<file path="src/hdl/m3i_pkg.sv">
// Shared constants and helpers for the 3x3 matrix inverse core.
// No dependencies; every other file of the block imports this package.
package m3i_pkg;

    localparam int ELEM_WIDTH = 32;
    localparam int FRAC_BITS  = 16;
    localparam int DIM        = 3;
    localparam int NELEM      = DIM * DIM;
    localparam int QDEPTH     = 4;

    // Row or column index that remains after striking index idx; sel picks the
    // lower (0) or upper (1) of the two that remain.
    function automatic int other_idx(input int idx, input int sel);
        int res;
        if (sel == 0) begin
            res = (idx == 0) ? 1 : 0;
        end else begin
            res = (idx == 2) ? 1 : 2;
        end
        return res;
    endfunction

endpackage

</file>
<file path="src/hdl/m3i_fifo.sv">
// Short register queue between the front end and the divider back end.
// Depends on m3i_pkg.
module m3i_fifo import m3i_pkg::*; #(
    parameter int W     = 8,
    parameter int DEPTH = QDEPTH
) (
    input  logic         i_clk,
    input  logic         i_rst_n,
    input  logic         i_push,
    input  logic [W-1:0] i_data,
    output logic         o_full,
    input  logic         i_pop,
    output logic [W-1:0] o_data,
    output logic         o_empty
);

    localparam int AW = (DEPTH > 1) ? $clog2(DEPTH) : 1;
    localparam int CNTW = $clog2(DEPTH + 1);

    logic [W-1:0]    r_mem [DEPTH];
    logic [AW-1:0]   r_wp, r_rp;
    logic [CNTW-1:0] r_cnt;

    assign o_full  = (r_cnt == CNTW'(DEPTH));
    assign o_empty = (r_cnt == '0);
    assign o_data  = r_mem[r_rp];

    always_ff @(posedge i_clk) begin
        if (!i_rst_n) begin
            r_wp  <= '0;
            r_rp  <= '0;
            r_cnt <= '0;
        end else begin
            if (i_push) begin
                r_wp <= (r_wp == AW'(DEPTH - 1)) ? '0 : r_wp + 1'b1;
            end
            if (i_pop) begin
                r_rp <= (r_rp == AW'(DEPTH - 1)) ? '0 : r_rp + 1'b1;
            end
            if (i_push && !i_pop) begin
                r_cnt <= r_cnt + 1'b1;
            end else if (!i_push && i_pop) begin
                r_cnt <= r_cnt - 1'b1;
            end
        end
    end

    always_ff @(posedge i_clk) begin
        if (i_push) begin
            r_mem[r_wp] <= i_data;
        end
    end

endmodule

</file>
<file path="config.mk">
export PLATFORM = sky130hd
export DESIGN_NAME = m3i_fifo
export DESIGN_NICKNAME = d
export VERILOG_FILES = /design/src/hdl/m3i_pkg.sv /design/src/hdl/m3i_fifo.sv
export SDC_FILE = /design/constraint.sdc
export NUM_CORES = 1
export LEC_CHECK = 0
export BUFFER_PORTS_ARGS = -buffer_cell sky130_fd_sc_hd__buf_2
export CORE_ASPECT_RATIO = 0.6
export CORE_MARGIN = 3
export CORE_UTILIZATION = 46
export DETAILED_ROUTE_END_ITERATION = 12
export PLACE_DENSITY = 0.66
export SETUP_SLACK_MARGIN = 0.5
export SYNTH_ARGS = -nofsm -noshare
export SYNTH_HDL_FRONTEND = slang
export SYNTH_SLANG_ARGS = --single-unit
</file>
<file path="constraint.sdc">
create_clock -name i_clk -period 3 [get_ports i_clk]
set_input_delay 0.6 -clock i_clk [delete_from_list [all_inputs] [get_ports i_clk]]
set_output_delay 0.6 -clock i_clk [all_outputs]
set_load 0.03 [all_outputs]
</file>
==> reports/qor.yml, run 1 <==
setup_path:
  start_kind: "flip-flop"
  reg2reg_from: "r_cnt[0]$_SDFFE_PN0P_"
  cp_num_buf_inv: 1
  crit_type: "flip-flop to primary output"
  required_ns: 2.40
  reg2reg_depth: 4
  worst-path-stages: 2
  crit_fanout: 8
  r2r_slack_ns: 1.53
  worst_setup_path_end_kind: "primary output"
  crit_slowest_cell: "dfxtp_1"
  path_delay_family: "flip-flops"
  arrival_ns: 1.75
  r2r-end: "r_cnt[2]$_SDFFE_PN0P_"
  crit_chain: "mux4_2, buf_2"
  slowest_delay_ns: 0.68
routing:
  drtIter0Drc: 28
  drc: 0
  ant_nets: 0
  routed_via_density: 4.968
  wl_per_cell_um: 16.14
  wirelength_mm: 2.501
  vias: 770
  first_pass_iters: 4
die:
  dieArea_um2: 4282
  die_w_um: 82.50
  rows: 15
  coreArea_um2: 3097
  die_h_um: 51.90
  ios: 22
  initial_core_util_pct: 52.16
power:
  comb_power_share_pct: 12.7
  switchingPower_mw: 0.2927
  power_density_nw_per_um2: 671.3
  p_leak_nw: 0.6872
  swShare_pct: 23.39
  internal_power_mw: 0.9588
  p_clk_share_pct: 33.7
  seqPwrFrac_pct: 53.6
  max-vdd-ir-drop_mv: 0.2645
sta:
  final_hold_viol_count: 0
  max-slew-margin-rel_pct: 62.46
  fin_crit_sh_pct: 78.36
  skew_ns: 0.007382
  finalWorstSetupSlack_ns: 0.6492
  setup-violations-final: 0
  drv_slew: 0
  timing.hold.ws_ns: 0.5056
  fin_tns_setup_ns: 0
  period_needed_ns: 2.351
  rsz0062_at_grt: "no"
  worst_slew_pin_slew_ns: 0.5623
  max_freq_mhz: 425.4
yosys:
  ys_seq_area_share_pct: 70.64
  synth.most_common_cell: "edfxtp_1"
  syn_nets: 105
  synthesis.area_per_instance_um2: 18.78
  synthArstFlopShare_pct: 0
  ys_types: 20
  synth_edf_count: 32
  yosys.area.top_type: "edfxtp_1"
  yosys_register_bits: 41
  netlist_area_um2: 1615
  synth_common_cells: "32 x edfxtp_1, 9 x dfxtp_1, 8 x mux4_2"
  ys.flop_type: "edfxtp_1"
  ys_warn_count: 0
  netlist_instances: 86
  yosysTopAreaCellShare_pct: 59.49
  synth_area_leaders: "edfxtp_1 59%, dfxtp_1 11%, mux4_2 11%, ha_1 4.6%, mux2i_1 2.5%"
finish:
  antenna_cells: 0
  fin_area_um2: 1864
  syn2layout_area_growth_pct: 15.41
  fin_nets: 131
  drive_gt1_share_pct: 31.86
  instances_no_fill: 155
global_route:
  grt_pass1_wl_mm: 3.843
  grt_max_degree: 14
  grt_usage_pct: 13.45
  grt_pass1_vias: 756
  antenna_found_initial: 0
  grt-ovfl-total: 0
flow_run:
  cap_violations: 0
cts:
  cts.hold.buffers_added: 0
  clk_latency_ns: 0.29
  ctsResizeCount: 0
  cts_made_buffers: 5
  cts_setup_buffers: 0
  cts.sinks: 41
  clkTransAtPathRegs_ns: 0.07
  cts_root_buf: "clkbuf_8"
  cts_tree: "yes"
  cts_max_level: 2
  cts_max_path_buffers: 2
placement:
  dp_worst_setup_slack_ns: 0.8950
  place_hpwl_mm: 1.804
  place.gp.congestion: 0.7409
  placed_area_um2: 1757
  dp_cells: 147
  portBuffers: 21
status:
  status: "completed"
hold_path:
  worstHoldStart: "r_cnt[2]$_SDFFE_PN0P_"
  hold_path.class: "flip-flop to flip-flop"
  min_path_cells: 2
  hold_end: "r_cnt[2]$_SDFFE_PN0P_"
## sequential cells by signal (all words and copies together), names as in the netlist, named ones only
| name | cells |
|---|---|
| r_cnt | 3 |
| r_rp | 2 |
| r_wp | 2 |
| r_mem | 32 |
## layout make-up
cell class	count	area, µm²
fillers	248	1232
clock inverters	2	35.03
inverters	4	15.01
multi-input cells	39	442.9
repair buffers	21	105.1
clock buffers	6	72.57
flip-flops and latches	41	1141
well taps	42	52.55
## worst max path at each step
stage          startpoint                     to  slack, ns
3_5_place_dp        i_pop  r_cnt[2]$_SDFFE_PN0P_       0.90
6_report        flip-flop              o_data[7]       0.65
4_1_cts         flip-flop              o_data[7]       0.62
3_3_place_gp        i_pop  r_cnt[2]$_SDFFE_PN0P_       0.93
2_1_floorplan       i_pop  r_cnt[2]$_SDFFE_PN0P_       1.14
5_1_grt         flip-flop              o_data[7]       0.57
## cells in the final DEF, fill, tap and decap left out
| cell type | synthesis | routed |
|---|---|---|
| a21boi_1 | 1 | 1 |
| xor2_1 | 1 | 1 |
| dfxtp_1 | 9 | 9 |
| inv_1 | 4 | 4 |
| clkbuf_1 | 0 | 1 |
| clkinv_2 | 0 | 1 |
| o21ai_0 | 1 | 1 |
| mux2i_1 | 4 | 4 |
| mux4_2 | 8 | 8 |
| nor3_1 | 2 | 2 |
| buf_2 | 0 | 21 |
| or3_1 | 1 | 1 |
| fa_1 | 1 | 1 |
| and2_1 | 5 | 5 |
| ha_1 | 6 | 6 |
| o21a_1 | 1 | 1 |
| clkbuf_8 | 0 | 5 |
| bufinv_16 | 0 | 1 |
| nor3b_1 | 1 | 1 |
| nor2_1 | 1 | 1 |
| nor2b_1 | 5 | 5 |
| edfxtp_1 | 32 | 32 |
| xnor2_1 | 1 | 1 |
## cells by family (layout without fill, tap and decap cells)
family	Yosys count	after routing	synth area share (%)
XOR/XNOR	2	2	1.085
flip-flops	41	41	70.64
buffers and inverters	6	33	1.936
AND/OR/NAND/NOR	15	15	5.577
adder cells (fa/ha/maj)	7	7	5.887
multiplexers	12	12	13.63
AO/OA/AOI/OAI	3	3	1.239
## worst min-delay path: stages, from the launching register on
cell and delay (ns):
dfxtp_1 0.33, o21ai_0 0.08, a21boi_1 0.06
## power groups by stage
stage	clock network, mW	registers (mW)	logic, mW
2_1_floorplan	0	0.671	0.124
3_3_place_gp	0	0.682	0.156
4_1_cts	0.434	0.671	0.162
3_5_place_dp	0	0.684	0.162
5_1_grt	0.458	0.676	0.176
6_report	0.421	0.671	0.159
## routing by layer
| metal | GRT usage [%] | vias to the layer above | wire length, µm |
|---|---|---|---|
| li1 | - | 378 | - |
| met1 | 18.66 | 370 | 1200 |
| met2 | 18.88 | 18 | 1140 |
| met3 | 4.671 | 4 | 117 |
| met4 | 6.522 | 0 | 42 |
| met5 | 0 | - | 0 |
## per-stage QoR
stage / utilization, % / power [mW]
after global routing: 60.20 / 1.310
after detailed placement: 56.73 / 0.8460
after CTS: 60.20 / 1.267
final: 60.20 / 1.252
after floorplan: - / 0.7954
after global placement: 56.73 / 0.8374
(Power assumes the default switching activity.)
==> run 2: changes to the inputs <==
- clock period: 3 -> 2.3 ns (I/O delays scaled with it)
==> run 2 against run 1 <==
Against the previous run:
- clock power rose by 32%
- sequential share of layout area fell by 2.1 points
- largest power group unchanged
- combinational power grew 54%
- via count is 4.3% higher
- register-to-register slack got worse by 0.71 ns
- die area unchanged
- utilization up 2.3 points
==> reports/qor.yml, run 2 (synthesized netlist as in run 1, its figures left out) <==
setup_path:
  required_ns: 1.84  # was 2.40 ns
  start_kind: "flip-flop"  # unchanged
  worst_setup_path_end_kind: "primary output"  # unchanged
  crit_slowest_cell: "mux4_2"  # was dfxtp_1
  crit_fanout: 8  # unchanged
  r2r_slack_ns: 0.82  # was 1.53 ns
  crit_type: "flip-flop to primary output"  # unchanged
  arrival_ns: 1.45  # was 1.75 ns
  crit_chain: "buf_12, mux4_2, buf_6"  # was mux4_2, buf_2
  slowest_delay_ns: 0.52  # was 0.68 ns
global_route:
  grt_max_degree: 13  # was 14
  grt-ovfl-total: 0  # unchanged
  grt_pass1_wl_mm: 4.119  # was 3.843 mm
  grt_pass1_vias: 844  # was 756
  grt_usage_pct: 14.08  # was 13.45%
  antenna_found_initial: 0  # unchanged
finish:
  syn2layout_area_growth_pct: 19.83  # was 15.41%
  regMostFlops: "r_mem"  # unchanged
  layout_common_cells: "32 x edfxtp_1, 13 x buf_2, 8 x mux4_2, 8 x buf_6, 7 x dfxtp_1"  # was 32 x edfxtp_1, 21 x buf_2, 9 x dfxtp_1, 8 x mux4_2, 6 x ha_1
  fin_nets: 132  # was 131
  largest_register_ffs: 32  # unchanged
  instances_no_fill: 156  # was 155
  drive_gt1_share_pct: 33.33  # was 31.86%
  fillers: 243  # was 248
  top_regs: "r_mem: 32 flops, r_cnt: 3 flops"  # unchanged
  antenna_cells: 0  # unchanged
  final_common_cell: "edfxtp_1"  # unchanged
sta:
  finalWorstSetupSlack_ns: 0.3893  # was 0.6492 ns
  setup-violations-final: 0  # unchanged
  final_hold_viol_count: 0  # unchanged
  worst_slew_pin_slew_ns: 0.4575  # was 0.5623 ns
  max-slew-margin-rel_pct: 69.50  # was 62.46%
  fin_tns_setup_ns: 0  # unchanged
  skew_ns: 0.009721  # was 0.007382 ns
  period_needed_ns: 1.911
  rsz0062_at_grt: "yes"  # was no
  max_freq_mhz: 523.4
  fin_crit_sh_pct: 83.08
  drv_slew: 0  # unchanged
die:
  initial_core_util_pct: 52.16  # unchanged
  coreArea_um2: 3097  # unchanged
  ios: 22  # unchanged
  dieArea_um2: 4282  # unchanged
  rows: 15  # unchanged
  die_h_um: 51.90  # unchanged
  die_w_um: 82.50  # unchanged
power:
  power_density_nw_per_um2: 863.2  # was 671.3 nW/µm²
  max-vdd-ir-drop_mv: 0.4411  # was 0.2645 mV
  p_leak_nw: 0.7112  # was 0.6872 nW
  power_mw: 1.671  # was 1.252 mW
routing:
  drtIter0Drc: 48  # was 28
  ant_nets: 0  # unchanged
  wirelength_mm: 2.518  # was 2.501 mm
  first_pass_iters: 4  # unchanged
  routed_via_density: 5.147  # was 4.968
  wl_per_cell_um: 16.14  # about the same
  drc: 0  # unchanged
  vias: 803  # was 770
cts:
  clk_latency_ns: 0.30  # was 0.29 ns
  cts_max_path_buffers: 2  # unchanged
  clkTransAtPathRegs_ns: 0.08  # was 0.07 ns
  cts_max_level: 2  # unchanged
  cts_setup_buffers: 0  # unchanged
  cts.sinks: 41  # unchanged
  cts_root_buf: "clkbuf_8"  # unchanged
  cts_tree: "yes"  # unchanged
  cts_made_buffers: 5  # unchanged
placement:
  dp_cells: 148  # was 147
  place_hpwl_mm: 1.759  # was 1.804 mm
  dp_worst_setup_slack_ns: 0.3087  # was 0.8950 ns
  portBuffers: 21  # unchanged
  place.gp.congestion: 0.7747  # was 0.7409
status:
  status: "completed"  # unchanged
flow_run:
  cap_violations: 0  # unchanged
hold_path:
  hold_path.class: "primary input to flip-flop"  # was flip-flop to flip-flop
## run 2: metal layers
metal / GRT usage, % / wire length, µm / part of all wire, %
met4: 7.337 / 52 / 2.1
met3: 4.844 / 183 / 7.3
met5: 0 / 0 / 0
met1: 18.86 / 1165 / 46
met2: 20.35 / 1116 / 44
## run 2: where the power goes
part / total (mW) / leakage, nW / switching [mW] / internal [mW]
logic: 0.245 / 0.289 / 0.132 / 0.113
clock network: 0.555 / 0.0528 / 0.235 / 0.320
registers: 0.870 / 0.369 / 0.0270 / 0.843
total: 1.67 / 0.711 / 0.394 / 1.28
## run 2: worst max-delay path, delay by kind of cell, from the launching register on
family                 cells  cell delay (ns)
DFF                        1             0.34
buffers and inverters      2             0.30
muxes                      1             0.52
## run 2: final timing paths
kind                                            start               endpoint  depth (start not counted)
worst min register to register  r_cnt[2]$_SDFFE_PN0P_  r_cnt[2]$_SDFFE_PN0P_                          2
worst max register to register  r_cnt[0]$_SDFFE_PN0P_  r_cnt[2]$_SDFFE_PN0P_                          4
worst max-delay path                        flip-flop              o_data[5]                          3
worst min-delay path                        i_data[7]  r_mem[0][7]$_DFFE_PP_                          1
## run 2: stage by stage
| step | hold WS (ns) | cell area [µm²] | utilization, % |
|---|---|---|---|
| after floorplan | 0.4651 | 1615 | - |
| after global placement | 0.4747 | 1764 | 56.97 |
| after detailed placement | 0.4963 | 1764 | 56.97 |
| after CTS | 0.3730 | 1929 | 62.30 |
| after global routing | 0.3820 | 1936 | 62.51 |
| final | 0.3759 | 1936 | 62.51 |
## run 2: cell type report
type | count | area, µm² | share of cell area, %
clock buffer | 6 | 72.57 | 3.749
clock inverter | 2 | 33.78 | 1.745
inverter | 4 | 15.01 | 0.7757
multi-input combinational | 39 | 442.9 | 22.88
sequential | 41 | 1144 | 59.08
tap | 42 | 52.55 | 2.715
timing repair buffer | 22 | 175.2 | 9.050
## run 2: repair_timing
action | 4_1_cts | 5_1_grt
hold endpoints to repair | 0 | 0
gates resized for setup | 19 | 2
hold buffers | 0 | 0
setup endpoints to repair | 8 | 8
==> run 3: changes to the inputs <==
- PLACE_DENSITY: 0.66 -> 0.69
- clock period: 2.3 -> 1.7 ns (I/O delays scaled with it)
==> run 3 against run 2 <==
Against the previous run:
- via count down 1.2%
- the run now ends with setup timing left
- power up 37%
- utilization rose by 2.9 points
- sequential power grew 37%
- sequential cell count unchanged
- register-to-register slack got worse by 0.51 ns
- critical path type unchanged
- clock skew down 0.0029 ns
- global-route usage rose by 0.26 points
- critical path depth shrank 1
- die area unchanged
- wire length down 0.36%
==> reports/qor.yml, run 3 (synthesized netlist as in run 1, its figures left out) <==
power:
  p_leak_nw: 0.7410  # was 0.7112 nW
  power_mw: 2.287  # was 1.671 mW
  max-vdd-ir-drop_mv: 0.7468  # was 0.4411 mV
  power_density_nw_per_um2: 1130  # was 863.2 nW/µm²
sta:
  final_hold_viol_count: 0  # unchanged
  max_freq_mhz: 565.5
  setup-violations-final: 8  # was 0
  skew_ns: 0.006851  # was 0.009721 ns
  fin_crit_sh_pct: 104.0
  max-slew-margin-rel_pct: 75.18  # was 69.50%
  drv_slew: 0  # unchanged
  rsz0062_at_grt: "yes"  # unchanged
  timing.hold.ws_ns: 0.2632  # was 0.3759 ns
  fin_tns_setup_ns: -0.4968  # was 0 ns
  finalWorstSetupSlack_ns: -0.06830  # was 0.3893 ns
  period_needed_ns: 1.768
  worst_slew_pin_slew_ns: 0.3718  # was 0.4575 ns
setup_path:
  arrival_ns: 1.43  # was 1.45 ns
  worst_setup_path_end_kind: "primary output"  # unchanged
  start_kind: "flip-flop"  # unchanged
  required_ns: 1.36  # was 1.84 ns
  crit_type: "flip-flop to primary output"  # unchanged
  crit_fanout: 8  # unchanged
global_route:
  antenna_found_initial: 0  # unchanged
  grt_pass1_vias: 841  # was 844
  grt_pass1_wl_mm: 4.084  # was 4.119 mm
  grt-ovfl-total: 0  # unchanged
  grt_max_degree: 13  # unchanged
  grt_usage_pct: 14.35  # was 14.08%
finish:
  syn2layout_area_growth_pct: 25.33  # was 19.83%
  fillers: 211  # was 243
  largest_register_ffs: 32  # unchanged
  regMostFlops: "r_mem"  # unchanged
  antenna_cells: 0  # unchanged
  final_common_cell: "edfxtp_1"  # unchanged
  multi_input_area_um2: 476.7  # was 442.9 µm²
  drive_gt1_share_pct: 47.01  # was 33.33%
  top_regs: "r_mem: 32 flops, r_cnt: 3 flops"  # unchanged
  fin_area_um2: 2024  # was 1936 µm²
  layout_common_cells: "32 x edfxtp_1, 10 x buf_2, 8 x mux4_2, 8 x buf_6, 6 x buf_4"  # was 32 x edfxtp_1, 13 x buf_2, 8 x mux4_2, 8 x buf_6, 7 x dfxtp_1
  final_util_pct: 65.37  # was 62.51%
  seq_area_um2: 1156  # was 1144 µm²
  fin_nets: 135  # was 132
die:
  coreArea_um2: 3097  # unchanged
  dieArea_um2: 4282  # unchanged
  rows: 15  # unchanged
  die_w_um: 82.50  # unchanged
  ios: 22  # unchanged
  initial_core_util_pct: 52.16  # unchanged
  die_h_um: 51.90  # unchanged
routing:
  wl_per_cell_um: 15.78  # was 16.14 µm
  first_pass_iters: 4  # unchanged
  drc: 0  # unchanged
  wirelength_mm: 2.509  # was 2.518 mm
  vias: 793  # was 803
  routed_via_density: 4.987  # was 5.147
  drtIter0Drc: 22  # was 48
  ant_nets: 0  # unchanged
cts:
  clkTransAtPathRegs_ns: 0.07  # was 0.08 ns
  cts_root_buf: "clkbuf_8"  # unchanged
  cts_max_path_buffers: 2  # unchanged
  clk_latency_ns: 0.29  # was 0.30 ns
  cts_made_buffers: 5  # unchanged
  cts.sinks: 41  # unchanged
  cts_tree: "yes"  # unchanged
  cts_max_level: 2  # unchanged
placement:
  place_hpwl_mm: 1.822  # was 1.759 mm
  portBuffers: 21  # unchanged
  placed_area_um2: 1813  # was 1764 µm²
  place.gp.congestion: 0.8044  # was 0.7747
status:
  violations: "setup timing"
  status: "finished, violations left"  # was completed
flow_run:
  cap_violations: 0  # unchanged
hold_path:
  hold_path.class: "primary input to flip-flop"  # unchanged
-- run 3: per-stage QoR --
| stage | instances | setup slack [ns] |
|---|---|---|
| 5_1_grt | 159 | -0.1308 |
| 4_1_cts | 158 | -0.08867 |
| 2_1_floorplan | 86 | 0.1995 |
| 3_3_place_gp | 150 | 0.006409 |
| 3_5_place_dp | 150 | -0.07584 |
| 6_report | 159 | -0.06830 |
-- run 3: final timing paths --
kind,slack (ns),end,cells past startpoint,start
worst max-delay path,-0.07,o_data[6],2,flip-flop
worst min-delay path,0.26,r_mem[2][3]$_DFFE_PP_,1,i_data[3]
worst max register to register,0.31,r_cnt[2]$_SDFFE_PN0P_,4,r_cnt[0]$_SDFFE_PN0P_
worst min register to register,0.50,r_cnt[2]$_SDFFE_PN0P_,2,r_cnt[2]$_SDFFE_PN0P_
-- run 3: report_power, final --
part           total [mW]  internal, mW  switching, mW  leakage (nW)
logic               0.358         0.177          0.182         0.317
clock network       0.738         0.433          0.305        0.0528
registers            1.19          1.15         0.0461         0.371
-- run 3: routing by layer --
metal	routed length [µm]	share of wire [%]	GRT usage (%)
met2	1216	48	22.21
met3	100	4.0	4.671
met5	0	0	0
met4	68	2.7	8.967
met1	1124	45	17.44
-- run 3: final cells by class --
cell class              instances  share of cell area [%]
flip-flops and latches         41                   57.11
multi-input cells              39                   23.55
repair buffers                 25                   10.14
clock buffers                   6                   3.585
well taps                      42                   2.596
clock inverters                 2                   1.669
inverters                       4                   1.360
-- run 3: what timing repair did --
item | CTS | global route
hold buffers | 0 | 0
pin swaps | 4 | 4
resized for setup | 32 | 6
hold endpoints to repair | 0 | 0
setup endpoints to repair | 44 | 37
setup buffers | 0 | 1
-- run 3: critical path, stage by stage, from the launching register on --
cell	delay, ns
dfxtp_4	0.45
mux4_2	0.54
buf_6	0.16
